$ cat src/rtl/tbv_ram.sv
`timescale 1ns / 1ps
// ----------------------------------------------------------------------------
// tbv_ram
// Generic RAM, one write port and two registered read ports.
// ----------------------------------------------------------------------------
module tbv_ram #(
    parameter int WIDTH = 48,
    parameter int DEPTH = 32
) (
    input  logic                     clk,
    input  logic                     we,
    input  logic [$clog2(DEPTH)-1:0] waddr,
    input  logic [WIDTH-1:0]         wdata,
    input  logic [$clog2(DEPTH)-1:0] raddr_a,
    input  logic [$clog2(DEPTH)-1:0] raddr_b,
    output logic [WIDTH-1:0]         rdata_a,
    output logic [WIDTH-1:0]         rdata_b
);

    logic [WIDTH-1:0] mem [DEPTH];

    always_ff @(posedge clk)
    begin
        if (we)
        begin
            mem[waddr] <= wdata;
        end
        rdata_a <= mem[raddr_a];
        rdata_b <= mem[raddr_b];
    end

endmodule

$ cat config.mk
export PLATFORM = sky130hd
export DESIGN_NAME = tbv_ram
export DESIGN_NICKNAME = d
export VERILOG_FILES = /design/src/rtl/tbv_ram.sv
export SDC_FILE = /design/constraint.sdc
export NUM_CORES = 2
export LEC_CHECK = 0
export BUFFER_PORTS_ARGS = -buffer_cell sky130_fd_sc_hd__clkbuf_2
export CORE_UTILIZATION = 25
export DETAILED_ROUTE_END_ITERATION = 10
export GPL_TIMING_DRIVEN = 0
export HOLD_SLACK_MARGIN = 0.15
export MAX_ROUTING_LAYER = met4
export PLACE_DENSITY = 0.42
export SLEW_MARGIN = 30
export SYNTH_ARGS = -nofsm -noshare
export SYNTH_HDL_FRONTEND = slang
export SYNTH_SLANG_ARGS = --single-unit
$ cat constraint.sdc
create_clock -name clk -period 5.9 [get_ports clk]
set_input_delay 0.885 -clock clk [delete_from_list [all_inputs] [get_ports clk]]
set_output_delay 0.885 -clock clk [all_outputs]
set_load 0.02 [all_outputs]
* Word level (Yosys, flattened, before mapping) *
Memory sizes are Yosys's and may differ from the RTL's. A register that Yosys moved wholly into a read port is not among the register bits.
Cells that the tools add are included.

word-level totals
  memories = 1
  input port bits = 65
  output and inout bits = 96
  bits in registers = 0
  bits in writable memories = 1536

cells by class
  multiplexer cells = 2

memories
  name  words  width  read ports  clocked after Yosys merged registers in  wr ports  line  RTL
  mem   32     48     2           2                                        1         20    logic [WIDTH-1:0] mem [DEPTH];

operators by type and width
  operator          number
  2-to-1 mux 1 bit  2

* Logic depth before layout (Yosys ltp) *
  word-level depth = 2
  depth in mapped cells = 8
  gate-level depth less buffers = 5

* Worst setup path after synthesis *
OpenSTA, ideal clock, no wires.

  path type = input-to-reg
  from = input waddr[1]
  to = memory mem[12][0] (enable)
  setup time = 0.454 ns
  arrival = 3.559 ns
  stages = 3
  slack = 1.887 ns
  path buffers = 1
  path through = or3b_2 -> clkbuf_1 -> nor2_1

RTL lines
  what         line  RTL
  from (decl)  12    input logic [$clog2(DEPTH)-1:0] waddr,
  to (decl)    20

Straight into the memory's write port.

==> flow_metrics.env <==
export IMPL_drv_slew=0
export IMPL_cts_setup_buffers=0
export IMPL_crit_top_cell="buf_2"
export IMPL_combPwrFrac=0.095
export IMPL_ys_warn_count=0
export IMPL_maxCapViolations=0
export IMPL_cts_hold_buf=0
export IMPL_crit_start="raddr_b[2]"
export IMPL_route_vias_total=48316
export IMPL_fin_crit_sh=0.494
export IMPL_clockPowerShare=0.443
export IMPL_seq_area_frac_synth=0.639
export IMPL_pin_count=161
export IMPL_p_sw_frac=0.252
export IMPL_synth_edf_count=1536
export IMPL_grt_start_max_net_pins=33
export IMPL_outcome="completed"
export IMPL_synthFlopType="edfxtp_1"
export IMPL_cts_root_buf="clkbuf_16"
export IMPL_worstSetupStartpointType="input pin"
export IMPL_r2r_start="mem[2][14]"
export IMPL_ant_nets=0
export IMPL_die_w_microns=550
export IMPL_hold_violations=0
export IMPL_cp_slowest_stage_delay_ns=0.70
export IMPL_synthTopCellsByArea="edfxtp_1 (61%), mux2i_1 (20%), a22oi_1 (2.9%), dfxtp_1 (2.6%), a22o_1 (2.2%)"
export IMPL_synthToLayoutAreaGrowth_pct=20.7
export IMPL_drt_iter0_markers=4386
export IMPL_crit_fanout=12
export IMPL_cts_tree="done"
export IMPL_ys_types=25
export IMPL_drive_gt1_frac=0.151
export IMPL_n_fill_cell=29818
export IMPL_rsz0062_at_grt="no"
export IMPL_synth_nets=5211
export IMPL_crit_family="buffers and inverters"
export IMPL_clkLatencyLatePin_ns=0.91
export IMPL_crit_type="input pin to register"
export IMPL_slew_headroom=0.303
export IMPL_initial_core_util=0.252
export IMPL_utilization=0.304
export IMPL_num_nets_final=5689
export IMPL_clock_path_buffers=4
export IMPL_cts_repair_resize_count=0
export IMPL_worstPathArrival_ns=3.57
export IMPL_cts_made_buffers=206
export IMPL_fmax_ghz=0.343
export IMPL_fin_skew_ns=0.0354
export IMPL_fin_hold_ws_ns=0.670
export IMPL_worstPathRequired_ns=6.55
export IMPL_netSwitchingPower_mw=7.08
export IMPL_worstPathCellList="clkbuf_2, nor2b_1, buf_4, buf_2, buf_2, nand2_1, a31oi_1, nand3_1"
export IMPL_syn_area_per_cell_sq_um=14.6
export IMPL_synthesis_area_sq_mm=0.0751
export IMPL_drt_total_wl_mm=295
export IMPL_worstHoldStart="mem[25][30]"
export IMPL_portBuffers=158
export IMPL_antenna_found_initial=27
export IMPL_core_area_sq_mm=0.298
export IMPL_grt_total_usage=0.196
export IMPL_setup_tns_final_ns=0
export IMPL_gp_congestion=0.840
export IMPL_ir_drop_v=0.000215
export IMPL_dr_pass1_iters=6
export IMPL_critical_path_buf_inv_count=4
export IMPL_setup_viol=0
export IMPL_cts_sinks=1632
export IMPL_synthCells=5146
export IMPL_ys_async_sr_fraction=0
export IMPL_die_y_microns=550
export IMPL_hp_class="register to register"
export IMPL_end_kind="register"
export IMPL_clk_pin_slew_worst_paths_ns=0.06
export IMPL_yosysTopAreaCell="edfxtp_1"
export IMPL_grt_pass1_wl_mm=400
export IMPL_synth_top_area_frac=0.614
export IMPL_post_dp_hpwl_mm=212
export IMPL_row_count=200
export IMPL_synthTopCellsByCount="edfxtp_1 (1,536), mux2i_1 (1,536), nand2_1 (291)"
export IMPL_die_area_sq_mm=0.303
export IMPL_cp_slowest_cell="buf_2"
export IMPL_vias_per_cell=4.96
export IMPL_synth_seq_cells=1632
export IMPL_fin_crit_ns=2.92
export IMPL_wire_per_inst_microns=30.2
export IMPL_cts_max_level=4
export IMPL_internal_power_mw=21.0
export IMPL_seqPwrFrac=0.462
export IMPL_drc_errors=0
export IMPL_worst_pin_slew_ns=1.05
export IMPL_power_leakage_nw=33.4
export IMPL_p_per_area_mw_per_mm2=309
export IMPL_grt_ovfl_total=0
export IMPL_grt_pass1_vias=48898
-- worst paths after layout --
kind                  to  slack [ns]  depth (start not counted)
max          rdata_b[13]        2.98                          8
min          rdata_a[30]        0.67                          4
max reg2reg  rdata_b[14]        4.04                          5
min reg2reg  rdata_a[30]        0.67                          4
-- power by group through the flow --
stage	clock [mW]	combinational [mW]	sequential (mW)
after floorplan	0	1.27	13.3
after global placement	0	2.59	13.2
after detailed placement	0	2.66	13.2
after CTS	12.8	2.67	13.0
after global routing	13.2	2.77	13.0
final	12.4	2.65	13.0
-- placed cells by master (no fill, tap or decap) --
cell,n
buf_16,106
nor3_1,96
a22oi_1,288
or3b_2,3
nand3_1,290
a22o_1,192
clkinv_2,27
buf_1,12
diode_2,16
clkbuf_16,211
a21oi_1,288
mux2i_1,1536
clkinvlp_4,3
clkbuf_1,134
buf_2,107
clkinv_1,42
dfxtp_1,96
or2_2,2
nand2_1,291
clkinv_8,2
nand3b_1,5
nor2b_1,3
and2_1,2
bufinv_16,16
buf_4,92
nor2_1,3
and2b_1,1
nor2_4,32
clkbuf_2,180
clkbuf_8,2
a31oi_1,96
nand2b_1,4
or3_1,1
buf_6,53
inv_16,4
edfxtp_1,1536
buf_12,2
buf_8,23
inv_6,3
clkinv_4,4
-- worst register-to-register path, cell delays in order (launching register included) --
cell and delay (ns):
edfxtp_1 0.38, mux2i_1 0.18, a22o_1 0.15, nor3_1 0.10, a31oi_1 0.49, nand3_1 0.33
-- logic make-up (layout without fill, tap and decap cells) --
logic type / after synthesis / in the layout / share of synthesized area
simple gates: 733 / 733 / 0.0439
other cells: 0 / 16 / 0
mux: 1536 / 1536 / 0.205
flops: 1632 / 1632 / 0.639
compound gates: 864 / 864 / 0.0783
buf+inv: 381 / 1023 / 0.0336
-- state kept, by name (all words and copies together) (netlist names) --
signal / count
mem: 1536
rdata_a: 48
rdata_b: 48
-- routing by layer --
metal  vias to the layer above  share of wire  global-route usage  routed length, microns
met1                     25012           0.44               0.252                  129000
met2                      1561           0.48               0.320                  141000
met4                         0          0.032              0.0570                    9360
met3                       424          0.055              0.0273                   16300
met5                         -              0                   -                       0
li1                      21319              -                   -                       -
-- final cells by class --
cell class                 instances  area, sq um  area share
antenna                           16         40.0    0.000442
buffer                           381         2550      0.0282
clock buffer                     271         5530      0.0609
clock inverter                   101          970      0.0107
multi-input combinational       3133        24800       0.274
sequential                      1632        48000       0.530
tap                             3939         4930      0.0544
timing repair buffer             270         3800      0.0420
-- through the flow --
stage | instance area (sq um) | instances | worst slack (ns) | total power, mW
6_report | 90700 | 9743 | 2.98 | 28.1
5_1_grt | 90700 | 9738 | 2.94 | 28.9
4_1_cts | 90600 | 9727 | 2.97 | 28.4
3_5_place_dp | 84100 | 9355 | 2.04 | 15.9
3_3_place_gp | 80900 | 9243 | -1.94 | 15.8
2_1_floorplan | 75100 | 5146 | 1.89 | 14.6
Power figures use the tool's default switching activity.
