==> src/rtl/tbv_pkg.sv <==
`timescale 1ns / 1ps
// ----------------------------------------------------------------------------
// tbv_pkg
// Types, constants and the step microprogram of the two-body Verlet stepper.
// ----------------------------------------------------------------------------
package tbv_pkg;

    localparam int FRAC_BITS = 32;
    localparam int WORD_BITS = 48;
    localparam int TIME_BITS = WORD_BITS - 1;
    localparam int STEP_BITS = 33;
    localparam int MASS_BITS = 47;

    localparam int RF_DEPTH  = 32;
    localparam int RF_AW     = 5;
    localparam int PC_BITS   = 7;
    localparam int FILL_BITS = 4;

    localparam int HALF_BITS = WORD_BITS / 2;
    localparam int PROD_BITS = 2 * WORD_BITS;
    localparam int QW_BITS   = PROD_BITS - FRAC_BITS;
    localparam int SQRT_BITS = (WORD_BITS + FRAC_BITS) / 2;
    localparam int RAD_BITS  = 2 * SQRT_BITS;
    localparam int NUM_BITS  = MASS_BITS + FRAC_BITS;
    localparam int CNT_BITS  = $clog2(NUM_BITS);

    typedef logic signed [WORD_BITS-1:0] word_t;

    localparam word_t WMAX  = {1'b0, {(WORD_BITS-1){1'b1}}};
    localparam word_t WMIN  = {1'b1, {(WORD_BITS-1){1'b0}}};
    localparam word_t ONE_W = word_t'(1) <<< FRAC_BITS;

    localparam logic [STEP_BITS-1:0] STEP_RESET = STEP_BITS'(4294967);
    localparam logic [MASS_BITS-1:0] MASS_ONE_RESET = MASS_BITS'(100) << FRAC_BITS;
    localparam logic [MASS_BITS-1:0] MASS_TWO_RESET = MASS_BITS'(10) << FRAC_BITS;
    localparam logic [MASS_BITS-1:0] GRAV_RESET     = MASS_BITS'(1) << FRAC_BITS;

    typedef enum logic [1:0] {
        CFG_STEP_SIZE,
        CFG_MASS_ONE,
        CFG_MASS_TWO,
        CFG_GRAV_CONST
    } cfg_idx_t;

    typedef struct packed {
        logic  mode;
        word_t load_pos1_x;
        word_t load_pos1_y;
        word_t load_pos2_x;
        word_t load_pos2_y;
        word_t load_vel1_x;
        word_t load_vel1_y;
        word_t load_vel2_x;
        word_t load_vel2_y;
    } item_t;

    typedef struct packed {
        logic [TIME_BITS-1:0] elapsed_time;
        word_t                out_pos1_x;
        word_t                out_pos1_y;
        word_t                out_pos2_x;
        word_t                out_pos2_y;
        logic                 saturated;
    } result_t;

    typedef enum logic [RF_AW-1:0] {
        R_P1X, R_P1Y, R_P2X, R_P2Y, R_V1X, R_V1Y, R_V2X, R_V2Y,
        R_TIME, R_H, R_M1, R_M2, R_G, R_HH1, R_HH2, R_HM1,
        R_HM2, R_DX, R_DY, R_K0, R_A0X, R_A0Y, R_NP1X, R_NP1Y,
        R_NP2X, R_NP2Y, R_K1, R_T1, R_T2, R_RSQ, R_R, R_T3
    } reg_t;

    typedef enum logic [3:0] {
        OP_MOV, OP_ADD, OP_SUB, OP_MUL, OP_MULH, OP_SQRT, OP_DIV,
        OP_CFG, OP_EMIT, OP_END
    } op_t;

    typedef struct packed {
        op_t  op;
        reg_t a;
        reg_t b;
        reg_t dst;
    } uop_t;

    typedef struct packed {
        logic start;
        op_t  op;
    } alu_req_t;

    typedef struct packed {
        logic  done;
        logic  clip;
        word_t result;
    } alu_rsp_t;

    typedef enum logic [2:0] {
        A_IDLE, A_MUL, A_MFIN, A_SQRT, A_DIV, A_DONE
    } alu_state_t;

    typedef enum logic [2:0] {
        S_INIT, S_IDLE, S_LOAD, S_FETCH, S_ISSUE, S_WAIT, S_OUT
    } top_state_t;

    function automatic word_t init_value(input reg_t r);
        word_t v;
        case (r)
            R_P2X, R_P2Y: v = ONE_W + ONE_W;
            R_V1X, R_V1Y: v = ONE_W;
            R_V2X:        v = -ONE_W;
            R_V2Y:        v = -(word_t'(5) <<< FRAC_BITS);
            default:      v = '0;
        endcase
        return v;
    endfunction

    function automatic uop_t mk(input op_t op, input reg_t a, input reg_t b, input reg_t d);
        uop_t u;
        u.op  = op;
        u.a   = a;
        u.b   = b;
        u.dst = d;
        return u;
    endfunction

    function automatic uop_t ucode(input logic [PC_BITS-1:0] pc);
        uop_t u;
        case (pc)
            7'd0:  u = mk(OP_CFG,  R_H,    R_H,    R_H);
            7'd1:  u = mk(OP_CFG,  R_M1,   R_M1,   R_M1);
            7'd2:  u = mk(OP_CFG,  R_M2,   R_M2,   R_M2);
            7'd3:  u = mk(OP_CFG,  R_G,    R_G,    R_G);
            7'd4:  u = mk(OP_MUL,  R_H,    R_H,    R_T1);
            7'd5:  u = mk(OP_MUL,  R_T1,   R_M1,   R_HH1);
            7'd6:  u = mk(OP_MUL,  R_T1,   R_M2,   R_HH2);
            7'd7:  u = mk(OP_MUL,  R_H,    R_M1,   R_HM1);
            7'd8:  u = mk(OP_MUL,  R_H,    R_M2,   R_HM2);
            7'd9:  u = mk(OP_SUB,  R_P2X,  R_P1X,  R_DX);
            7'd10: u = mk(OP_SUB,  R_P2Y,  R_P1Y,  R_DY);
            7'd11: u = mk(OP_MUL,  R_DX,   R_DX,   R_T1);
            7'd12: u = mk(OP_MUL,  R_DY,   R_DY,   R_T2);
            7'd13: u = mk(OP_ADD,  R_T1,   R_T2,   R_RSQ);
            7'd14: u = mk(OP_SQRT, R_RSQ,  R_RSQ,  R_R);
            7'd15: u = mk(OP_MUL,  R_RSQ,  R_R,    R_T3);
            7'd16: u = mk(OP_DIV,  R_G,    R_T3,   R_K0);
            7'd17: u = mk(OP_MUL,  R_K0,   R_DX,   R_A0X);
            7'd18: u = mk(OP_MUL,  R_H,    R_V1X,  R_T1);
            7'd19: u = mk(OP_ADD,  R_P1X,  R_T1,   R_T1);
            7'd20: u = mk(OP_MULH, R_HH2,  R_A0X,  R_T2);
            7'd21: u = mk(OP_ADD,  R_T1,   R_T2,   R_NP1X);
            7'd22: u = mk(OP_MUL,  R_H,    R_V2X,  R_T1);
            7'd23: u = mk(OP_ADD,  R_P2X,  R_T1,   R_T1);
            7'd24: u = mk(OP_MULH, R_HH1,  R_A0X,  R_T2);
            7'd25: u = mk(OP_SUB,  R_T1,   R_T2,   R_NP2X);
            7'd26: u = mk(OP_MUL,  R_K0,   R_DY,   R_A0Y);
            7'd27: u = mk(OP_MUL,  R_H,    R_V1Y,  R_T1);
            7'd28: u = mk(OP_ADD,  R_P1Y,  R_T1,   R_T1);
            7'd29: u = mk(OP_MULH, R_HH2,  R_A0Y,  R_T2);
            7'd30: u = mk(OP_ADD,  R_T1,   R_T2,   R_NP1Y);
            7'd31: u = mk(OP_MUL,  R_H,    R_V2Y,  R_T1);
            7'd32: u = mk(OP_ADD,  R_P2Y,  R_T1,   R_T1);
            7'd33: u = mk(OP_MULH, R_HH1,  R_A0Y,  R_T2);
            7'd34: u = mk(OP_SUB,  R_T1,   R_T2,   R_NP2Y);
            7'd35: u = mk(OP_SUB,  R_NP2X, R_NP1X, R_DX);
            7'd36: u = mk(OP_SUB,  R_NP2Y, R_NP1Y, R_DY);
            7'd37: u = mk(OP_MUL,  R_DX,   R_DX,   R_T1);
            7'd38: u = mk(OP_MUL,  R_DY,   R_DY,   R_T2);
            7'd39: u = mk(OP_ADD,  R_T1,   R_T2,   R_RSQ);
            7'd40: u = mk(OP_SQRT, R_RSQ,  R_RSQ,  R_R);
            7'd41: u = mk(OP_MUL,  R_RSQ,  R_R,    R_T3);
            7'd42: u = mk(OP_DIV,  R_G,    R_T3,   R_K1);
            7'd43: u = mk(OP_EMIT, R_TIME, R_TIME, R_TIME);
            7'd44: u = mk(OP_EMIT, R_P1X,  R_P1X,  R_P1X);
            7'd45: u = mk(OP_EMIT, R_P1Y,  R_P1Y,  R_P1Y);
            7'd46: u = mk(OP_EMIT, R_P2X,  R_P2X,  R_P2X);
            7'd47: u = mk(OP_EMIT, R_P2Y,  R_P2Y,  R_P2Y);
            7'd48: u = mk(OP_MUL,  R_K1,   R_DX,   R_T1);
            7'd49: u = mk(OP_ADD,  R_T1,   R_A0X,  R_T1);
            7'd50: u = mk(OP_MULH, R_HM2,  R_T1,   R_T2);
            7'd51: u = mk(OP_ADD,  R_V1X,  R_T2,   R_V1X);
            7'd52: u = mk(OP_MULH, R_HM1,  R_T1,   R_T2);
            7'd53: u = mk(OP_SUB,  R_V2X,  R_T2,   R_V2X);
            7'd54: u = mk(OP_MOV,  R_NP1X, R_NP1X, R_P1X);
            7'd55: u = mk(OP_MOV,  R_NP2X, R_NP2X, R_P2X);
            7'd56: u = mk(OP_MUL,  R_K1,   R_DY,   R_T1);
            7'd57: u = mk(OP_ADD,  R_T1,   R_A0Y,  R_T1);
            7'd58: u = mk(OP_MULH, R_HM2,  R_T1,   R_T2);
            7'd59: u = mk(OP_ADD,  R_V1Y,  R_T2,   R_V1Y);
            7'd60: u = mk(OP_MULH, R_HM1,  R_T1,   R_T2);
            7'd61: u = mk(OP_SUB,  R_V2Y,  R_T2,   R_V2Y);
            7'd62: u = mk(OP_MOV,  R_NP1Y, R_NP1Y, R_P1Y);
            7'd63: u = mk(OP_MOV,  R_NP2Y, R_NP2Y, R_P2Y);
            7'd64: u = mk(OP_ADD,  R_TIME, R_H,    R_TIME);
            default: u = mk(OP_END, R_P1X, R_P1X, R_P1X);
        endcase
        return u;
    endfunction

endpackage

==> src/rtl/tbv_alu.sv <==
`timescale 1ns / 1ps
// ----------------------------------------------------------------------------
// tbv_alu
// Shared fixed-point unit: saturating add/sub, rounded multiply over four
// partial products, bit-serial square root and bit-serial division.
// ----------------------------------------------------------------------------
module tbv_alu (
    input  logic             clk,
    input  logic             rst_n,
    input  tbv_pkg::alu_req_t req,
    input  tbv_pkg::word_t   a,
    input  tbv_pkg::word_t   b,
    output tbv_pkg::alu_rsp_t rsp
);
    import tbv_pkg::*;

    alu_state_t state_reg, state_next;
    op_t        op_reg, op_next;
    logic [CNT_BITS-1:0]  cnt_reg, cnt_next;
    logic [WORD_BITS-1:0] ma_reg, ma_next, mb_reg, mb_next;
    logic                 neg_reg, neg_next;
    logic [PROD_BITS-1:0] acc_reg, acc_next;
    word_t                res_reg, res_next;
    logic                 clip_reg, clip_next;
    logic [RAD_BITS-1:0]  rad_reg, rad_next;
    logic [SQRT_BITS:0]   rem_reg, rem_next;
    logic [SQRT_BITS-1:0] root_reg, root_next;
    logic [NUM_BITS-1:0]  num_reg, num_next, q_reg, q_next;
    logic [WORD_BITS-1:0] drem_reg, drem_next, dvs_reg, dvs_next;

    logic [WORD_BITS:0]     sum_add, sum_sub;
    logic [WORD_BITS-1:0]   pp;
    logic [PROD_BITS-1:0]   pp_shift, rounded;
    logic [QW_BITS-1:0]     qwide, lim_neg, lim;
    logic [WORD_BITS-1:0]   mag, val, halfsum;
    logic [SQRT_BITS+2:0]   rem_t, trial, rem_sub;
    logic [SQRT_BITS-1:0]   root_new;
    logic                   sq_ge, dv_ge, over;
    logic [WORD_BITS:0]     drem_t, dvs_ext, drem_sub;
    logic [NUM_BITS-1:0]    q_new;

    always_comb
    begin
        sum_add  = {a[WORD_BITS-1], a} + {b[WORD_BITS-1], b};
        sum_sub  = {a[WORD_BITS-1], a} - {b[WORD_BITS-1], b};
        pp       = ma_reg[cnt_reg[1]*HALF_BITS +: HALF_BITS]
                 * mb_reg[cnt_reg[0]*HALF_BITS +: HALF_BITS];
        case ({1'b0, cnt_reg[1]} + {1'b0, cnt_reg[0]})
            2'd1:    pp_shift = PROD_BITS'(pp) << HALF_BITS;
            2'd2:    pp_shift = PROD_BITS'(pp) << WORD_BITS;
            default: pp_shift = PROD_BITS'(pp);
        endcase
        rounded  = acc_reg + (PROD_BITS'(1) << (FRAC_BITS - 1));
        qwide    = rounded[PROD_BITS-1:FRAC_BITS];
        lim_neg  = QW_BITS'(1) << (WORD_BITS - 1);
        lim      = neg_reg ? lim_neg : lim_neg - QW_BITS'(1);
        over     = qwide > lim;
        mag      = over ? lim[WORD_BITS-1:0] : qwide[WORD_BITS-1:0];
        val      = neg_reg ? WORD_BITS'(0) - mag : mag;
        halfsum  = val + {{(WORD_BITS-1){1'b0}}, val[WORD_BITS-1]};

        rem_t    = {rem_reg, rad_reg[RAD_BITS-1 -: 2]};
        trial    = {1'b0, root_reg, 2'b01};
        sq_ge    = rem_t >= trial;
        rem_sub  = rem_t - trial;
        root_new = {root_reg[SQRT_BITS-2:0], sq_ge};

        drem_t   = {drem_reg, num_reg[NUM_BITS-1]};
        dvs_ext  = {1'b0, dvs_reg};
        dv_ge    = drem_t >= dvs_ext;
        drem_sub = drem_t - dvs_ext;
        q_new    = {q_reg[NUM_BITS-2:0], dv_ge};
    end

    always_comb
    begin
        state_next = state_reg;
        case (state_reg)
            A_IDLE:
            begin
                if (req.start)
                begin
                    case (req.op)
                        OP_MUL, OP_MULH: state_next = A_MUL;
                        OP_SQRT:         state_next = A_SQRT;
                        OP_DIV:
                        begin
                            if (b[WORD_BITS-1] || b == '0)
                                state_next = A_DONE;
                            else
                                state_next = A_DIV;
                        end
                        default:         state_next = A_DONE;
                    endcase
                end
            end
            A_MUL:  if (cnt_reg[1:0] == 2'd3) state_next = A_MFIN;
            A_MFIN: state_next = A_DONE;
            A_SQRT: if (cnt_reg == CNT_BITS'(SQRT_BITS - 1)) state_next = A_DONE;
            A_DIV:  if (cnt_reg == CNT_BITS'(NUM_BITS - 1)) state_next = A_DONE;
            A_DONE: state_next = A_IDLE;
            default: state_next = A_IDLE;
        endcase
    end

    always_comb
    begin
        op_next   = op_reg;
        cnt_next  = cnt_reg + CNT_BITS'(1);
        ma_next   = ma_reg;
        mb_next   = mb_reg;
        neg_next  = neg_reg;
        acc_next  = acc_reg;
        res_next  = res_reg;
        clip_next = clip_reg;
        rad_next  = rad_reg;
        rem_next  = rem_reg;
        root_next = root_reg;
        num_next  = num_reg;
        q_next    = q_reg;
        drem_next = drem_reg;
        dvs_next  = dvs_reg;
        case (state_reg)
            A_IDLE:
            begin
                op_next   = req.op;
                cnt_next  = '0;
                clip_next = 1'b0;
                ma_next   = a[WORD_BITS-1] ? WORD_BITS'(0) - a : a;
                mb_next   = b[WORD_BITS-1] ? WORD_BITS'(0) - b : b;
                neg_next  = a[WORD_BITS-1] ^ b[WORD_BITS-1];
                acc_next  = '0;
                rad_next  = RAD_BITS'({a[WORD_BITS-2:0], {FRAC_BITS{1'b0}}});
                rem_next  = '0;
                root_next = '0;
                num_next  = {a[MASS_BITS-1:0], {FRAC_BITS{1'b0}}};
                q_next    = '0;
                drem_next = '0;
                dvs_next  = b;
                case (req.op)
                    OP_MOV: res_next = a;
                    OP_ADD:
                    begin
                        res_next  = sum_add[WORD_BITS-1:0];
                        if (sum_add[WORD_BITS] != sum_add[WORD_BITS-1])
                        begin
                            clip_next = 1'b1;
                            res_next  = sum_add[WORD_BITS] ? WMIN : WMAX;
                        end
                    end
                    OP_SUB:
                    begin
                        res_next  = sum_sub[WORD_BITS-1:0];
                        if (sum_sub[WORD_BITS] != sum_sub[WORD_BITS-1])
                        begin
                            clip_next = 1'b1;
                            res_next  = sum_sub[WORD_BITS] ? WMIN : WMAX;
                        end
                    end
                    OP_DIV:
                    begin
                        res_next  = WMAX;
                        clip_next = 1'b1;
                    end
                    default: res_next = res_reg;
                endcase
            end
            A_MUL: acc_next = acc_reg + pp_shift;
            A_MFIN:
            begin
                clip_next = over;
                if (op_reg == OP_MULH)
                    res_next = {halfsum[WORD_BITS-1], halfsum[WORD_BITS-1:1]};
                else
                    res_next = val;
            end
            A_SQRT:
            begin
                rad_next  = rad_reg << 2;
                rem_next  = sq_ge ? rem_sub[SQRT_BITS:0] : rem_t[SQRT_BITS:0];
                root_next = root_new;
                res_next  = WORD_BITS'(root_new);
            end
            A_DIV:
            begin
                num_next  = num_reg << 1;
                drem_next = dv_ge ? drem_sub[WORD_BITS-1:0] : drem_t[WORD_BITS-1:0];
                q_next    = q_new;
                if (|q_new[NUM_BITS-1:WORD_BITS-1])
                begin
                    res_next  = WMAX;
                    clip_next = 1'b1;
                end
                else
                begin
                    res_next  = {1'b0, q_new[WORD_BITS-2:0]};
                    clip_next = 1'b0;
                end
            end
            default: cnt_next = cnt_reg;
        endcase
    end

    always_comb
    begin
        rsp.done   = state_reg == A_DONE;
        rsp.clip   = clip_reg;
        rsp.result = res_reg;
    end

    always_ff @(posedge clk or negedge rst_n)
    begin
        if (!rst_n)
        begin
            state_reg <= A_IDLE;
        end
        else
        begin
            state_reg <= state_next;
        end
    end

    always_ff @(posedge clk)
    begin
        op_reg   <= op_next;
        cnt_reg  <= cnt_next;
        ma_reg   <= ma_next;
        mb_reg   <= mb_next;
        neg_reg  <= neg_next;
        acc_reg  <= acc_next;
        res_reg  <= res_next;
        clip_reg <= clip_next;
        rad_reg  <= rad_next;
        rem_reg  <= rem_next;
        root_reg <= root_next;
        num_reg  <= num_next;
        q_reg    <= q_next;
        drem_reg <= drem_next;
        dvs_reg  <= dvs_next;
    end

endmodule

==> config.mk <==
export PLATFORM = sky130hd
export DESIGN_NAME = tbv_alu
export DESIGN_NICKNAME = d
export VERILOG_FILES = /design/src/rtl/tbv_pkg.sv /design/src/rtl/tbv_alu.sv
export SDC_FILE = /design/constraint.sdc
export NUM_CORES = 2
export LEC_CHECK = 0
export BUFFER_PORTS_ARGS = -buffer_cell sky130_fd_sc_hd__buf_2
export CAP_MARGIN = 25
export CORE_UTILIZATION = 34
export CTS_CLUSTER_SIZE = 20
export DETAILED_ROUTE_END_ITERATION = 10
export PLACE_DENSITY_LB_ADDON = 0.05
export SLEW_MARGIN = 20
export SYNTH_ARGS = -nofsm -noshare
export SYNTH_HDL_FRONTEND = slang
export SYNTH_SLANG_ARGS = --single-unit
==> constraint.sdc <==
create_clock -name clk -period 19.9 [get_ports clk]
set_clock_uncertainty 0.15 [all_clocks]
set_input_delay 3.98 -clock clk [delete_from_list [all_inputs] [get_ports clk]]
set_output_delay 3.98 -clock clk [all_outputs]
set_load 0.05 [all_outputs]
Word level (Yosys, flattened, before mapping)
Index checks and enable logic that the tools add are counted.
W data, S select, Z words.
{"block": "totals", "ff_bits": 670, "in_bits": 103, "out_inout_bits": 50, "word_cells": 114}
{"block": "op_classes", "n_mul": 3, "n_shift": 2, "addsub": 12, "muxes": 36, "eq_ne": 24, "n_reduce_logical": 15, "n_bitwise": 1, "order_cmp": 3}
{"op": "$mux W48", "count": 9}
{"op": "$pmux W48 S4", "count": 2}
{"op": "$pmux W96 S2", "count": 2}
{"op": "$pmux W80 S2", "count": 1}
{"op": "$pmux W79 S2", "count": 1}
{"op": "$pmux W78 S2", "count": 1}
{"op": "$sub A1 B48 Y48 const A", "count": 3}
{"op": "$mux W47", "count": 3}
{"op": "$add A96 B32 Y96 const B", "count": 1}
{"op": "$add A96 B96 Y96", "count": 1}
{"op": "$pmux W48 S2", "count": 1}
{"op": "$shiftx A48 B7 Y24", "count": 2}
{"op": "$pmux W41 S2", "count": 1}
{"op": "$pmux W40 S2", "count": 1}
{"op": "$gt A64 B48 Y1", "count": 1}
{"op": "$add A48 B48 Y49", "count": 1}
{"op": "$ge A49 B48 Y1", "count": 1}
{"op": "$sub A48 B48 Y49", "count": 1}
{"op": "$add A48 B1 Y48", "count": 1}
{"op": "$logic_not A48 Y1", "count": 1}
{"op": "$mul A24 B24 Y48", "count": 1}
{"op": "$sub A48 B48 Y48", "count": 1}
{"op": "$ge A43 B42 Y1", "count": 1}
{"op": "$mux W41", "count": 1}
{"op": "other kinds (35)", "count": 57}

Depth between registers and ports, before layout
{"block": "logic_depth", "depth_word": 8, "ltp_mapped": 51}

Least setup slack after synthesis
OpenSTA, ideal clock, no wires.
{"block": "synth_path", "path_kind": "reg2reg", "startpoint": "register state_reg[2]", "endpoint": "register rad_reg[32], enable pin", "arrival_ns": 14.388, "required_time_ns": 19.246, "path_stages_with_launch": 6, "n_path_buf": 3, "path_slack_ns": 4.859, "cell_sequence": "dfrtp_1 clkbuf_1 clkbuf_1 clkbuf_1 nor3_1 nand2b_1"}
{"block": "synth_between", "elab_chain_cells": 2, "word_cells_on_any_way": 3, "classes_between": "eq/ne: 1; reduce/logical: 2"}
{"element": "start: declaration", "line": "tbv_alu.sv:17", "text": "alu_state_t state_reg, state_next;"}
{"element": "start signal: assignment", "line": "tbv_alu.sv:219", "text": "state_reg <= state_next;"}
{"element": "$eq A3 B2 Y1 or $logic_not A3 Y1 (tied branches)", "line": "tbv_alu.sv:123", "text": "case (state_reg)"}
{"element": "$reduce_bool A2 Y1 (no source line) (*)"}
{"element": "end signal: assignment", "line": "tbv_alu.sv:233", "text": "rad_reg <= rad_next;"}
{"element": "end: declaration", "line": "tbv_alu.sv:25", "text": "logic [RAD_BITS-1:0] rad_reg, rad_next;"}
Mark *: on every way between the ends. The rest lies on a longest branch, timed or not.
A chain may end at the register's enable or synchronous reset.

Worst setup path in the final report
{"block": "layout_path", "startpoint": "register cnt_reg[0]", "endpoint": "register acc_reg[94] (data pin)"}
{"block": "layout_between", "elab_chain_cells": 6, "word_cells_on_any_way": 9, "classes_between": "add/sub: 2; mul: 2; eq/ne: 2; shift: 1; mux: 2"}
{"element": "start: declaration", "line": "tbv_alu.sv:19", "text": "logic [CNT_BITS-1:0] cnt_reg, cnt_next;"}
{"element": "start signal: assignment", "line": "tbv_alu.sv:226", "text": "cnt_reg <= cnt_next;"}
{"element": "$mul A1 B2 Y3", "line": "tbv_alu.sv:47", "text": "* mb_reg[cnt_reg[0]*HALF_BITS +: HALF_BITS];"}
{"element": "$shiftx A48 B7 Y24", "line": "tbv_alu.sv:47"}
{"element": "$mul A24 B24 Y48", "line": "tbv_alu.sv:47"}
{"element": "$pmux W96 S2 (*)", "line": "tbv_alu.sv:48", "text": "case ({1'b0, cnt_reg[1]} + {1'b0, cnt_reg[0]})"}
{"element": "$add A96 B96 Y96 (*)", "line": "tbv_alu.sv:168", "text": "A_MUL: acc_next = acc_reg + pp_shift;"}
{"element": "$pmux W96 S2 (*)", "line": "tbv_alu.sv:123"}
{"element": "end signal: assignment", "line": "tbv_alu.sv:230", "text": "acc_reg <= acc_next;"}
{"element": "end: declaration", "line": "tbv_alu.sv:22", "text": "logic [PROD_BITS-1:0] acc_reg, acc_next;"}
Marks and branches as above.

==> metrics.md <==
| Metric | Value |
|---|---|
| Worst slew margin | 13.21% |
| Layout Area Growth over Synthesis | 9.383% |
| RePlAce Congestion | 0.9428 |
| Most frequent cells in the layout | nand2_1, inv_1, nor2_1 |
| GRT Residual Overflow | 0 |
| Crit-path max FO | 41 |
| Hold Fails Final Rpt | 0 |
| Vias/cell | 5.521 |
| CTS buffer count | 79 |
| CP dominant cell by count | fa_1 |
| Slew @ Worst Pin | 1.294 ns |
| Max Cap Violations | 0 |
| CTS tree | done |
| Area leader, netlist | edfxtp_1 |
| DR WL/cell | 25.54 um |
| Die Ht | 446.7 um |
| Clock root buffer | clkbuf_16 |
| Status | finished, final reports clean |
| GRT Overall Usage | 26.16% |
| Final Cycle Share | 67.81% |
| Unique masters post-synth | 106 |
| RSZ-0062 raised after global routing | false |
| CTS Buffer Depth | 3 |
| Number of global-route vias before repair | 55870 |
| Asr flop ratio synth | 0.4959% |
| Die area | 199600 um^2 |
| Seq. cell area | 18150 um^2 |
| I/O pin count | 153 |
| Post-Route WL | 264800 um |
| DRC viols | 0 |
| Port buffer count | 152 |
| CTS Sinks | 605 |
| Detailed placer's ending HPWL | 206900 um |
| Hold Path Class | reg -> reg |
| Largest register FFs | 96 |
| Fillers | 20210 |
| Layout cells sized above 1 | 7.128% |
| Most common cell after layout, fill and taps aside | nand2_1 |
| Core area | 195600 um^2 |
| Kind of critical path | reg -> reg |
| Area of the multi-input gates | 44690 um^2 |
| Hold WS | 0.3501 ns |
| Max Clk Rate | 74.10 MHz |
| Top cells by area, synth | edfxtp_1, fa_1, ha_1 |
| Rows | 162 |
| Element type at the critical path start | flip-flop |
| Vias | 57230 |
| Mapped Area | 67250 um^2 |
| DP Area | 71010 um^2 |
| Highest-delay cell along the critical path | mux2i_4 |
| Later-pin clock latency in the skew report | 0.74 ns |
| #FFs+latches synth | 605 |
| Worst Path Required | 20.18 ns |
| Post-route cell area | 73560 um^2 |
| Die X | 446.7 um |
| Syn Area/Cell | 8.764 um^2 |
| Cts repair resizes | 0 |
| Synthesis Warnings | 0 |
| Setup TNS | 0 ns |
| Hold Buf Count CTS | 0 |
| Crit end category | flip-flop |
| Main synth FF type | edfxtp_1 |
| First-pass GRT wire length | 383700 um |
| DRT Pass-1 Iters | 6 |
| Final Max Slew Viols | 0 |
| Post-Syn Nets | 8774 |
| Layout net count | 8772 |
| Post-synthesis sequential area ratio | 26.99% |
| Final min period | 13.49 ns |
| Mapped Cells | 7673 |
| CTS H-tree depth | 3 |
| Final setup vio count | 0 |
| Post-synth EDFFs | 602 |
| Synth top area share | 26.88% |
| Largest net degree at the start of global routing | 150 |
| Post-CTS setup buffers | 0 |
| Clock Pin Slew Worst Setup and Hold Paths | 0.07 ns |
| Initial Util | 34.38% |
| Worst Path Arrival | 13.78 ns |
| Crit path largest cell delay | 0.89 ns |
| Drt initial violations | 4626 |
| Initial antenna violation count | 20 |
| Final ANT Viol Nets | 0 |
==> worst paths after layout <==
kind                                           from                        end  slack [ns]  cells past startpoint
setup / recovery           cnt_reg[0]$_SDFFCE_PN0P_  acc_reg[94]$_SDFFCE_PN0P_        6.41                     44
hold / removal                rad_reg[50]$_DFFE_PP_      rad_reg[52]$_DFFE_PP_        0.35                      2
setup reg to reg           cnt_reg[0]$_SDFFCE_PN0P_  acc_reg[94]$_SDFFCE_PN0P_        6.41                     44
hold reg to reg               rad_reg[50]$_DFFE_PP_      rad_reg[52]$_DFFE_PP_        0.35                      2
max in group asynchronous                     rst_n   state_reg[2]$_DFFE_PN0P_       16.48                      1
min in group asynchronous                     rst_n   state_reg[0]$_DFFE_PN0P_        2.93                      1
==> layer usage <==
layer  wire length (um)  global-route usage (%)
met2             119100                   41.08
met5                  0                       0
met1             119500                   36.12
met4              13510                   12.44
met3              12650                   2.451
==> worst max-delay path, delay by kind of cell (launching register included) <==
family / cells / cell delay, ns
AO/OA/AOI/OAI: 19 / 5.17
adder cells (fa/ha/maj): 9 / 3.98
multiplexers: 1 / 0.89
buffers and inverters: 7 / 0.87
AND/OR/NAND/NOR: 6 / 0.86
XOR/XNOR: 2 / 0.79
flip-flops: 1 / 0.40
==> cells in the mapped netlist, types with 41 or more instances <==
cell type	n
o31ai_1	75
clkbuf_1	311
edfxtp_1	602
a21o_1	199
nand2_1	872
and2_1	60
mux2_2	51
a211oi_1	60
xnor2_1	324
nor4_1	56
nor2_1	863
nand3_1	136
ha_1	512
or3_1	50
a21oi_1	438
nand4_1	92
o21ai_0	311
o21bai_1	53
nand2b_1	62
and3_1	127
xor2_1	108
inv_1	862
o21a_1	41
mux2i_1	96
nor2b_1	50
a31oi_1	49
nor3_1	131
fa_1	486
==> per-stage QoR <==
stage | utilization (%) | setup WS (ns) | cells
after floorplan | - | 4.859 | 7673
after global placement | 36.29 | 6.425 | 10210
after CTS | 37.58 | 6.168 | 10350
final | 37.61 | 6.406 | 10370
after global routing | 37.60 | 5.537 | 10360
after detailed placement | 36.30 | 6.266 | 10210
==> cells by family after synthesis <==
family                   synth area share [%]
flip-flops                              26.99
XOR/XNOR                                5.627
adder cells (fa/ha/maj)                 24.02
buffers and inverters                   6.864
AO/OA/AOI/OAI                           15.58
multiplexers                            2.283
AND/OR/NAND/NOR                         18.63
==> cell type report <==
| cell class | instances | share of cell area (%) |
|---|---|---|
| Antenna cell | 12 | 0.04082 |
| Sequential cell | 605 | 24.68 |
| Clock buffer | 92 | 2.754 |
| Clock inverter | 48 | 0.6430 |
| Timing Repair Buffer | 271 | 2.259 |
| Multi-Input combinational cell | 5852 | 60.76 |
| Tap cell | 2624 | 4.464 |
| Inverter | 862 | 4.399 |
Power is left out: the tool's default activity adds up to more than one toggle a clock period on the data nets, which glitch-free logic cannot reach.
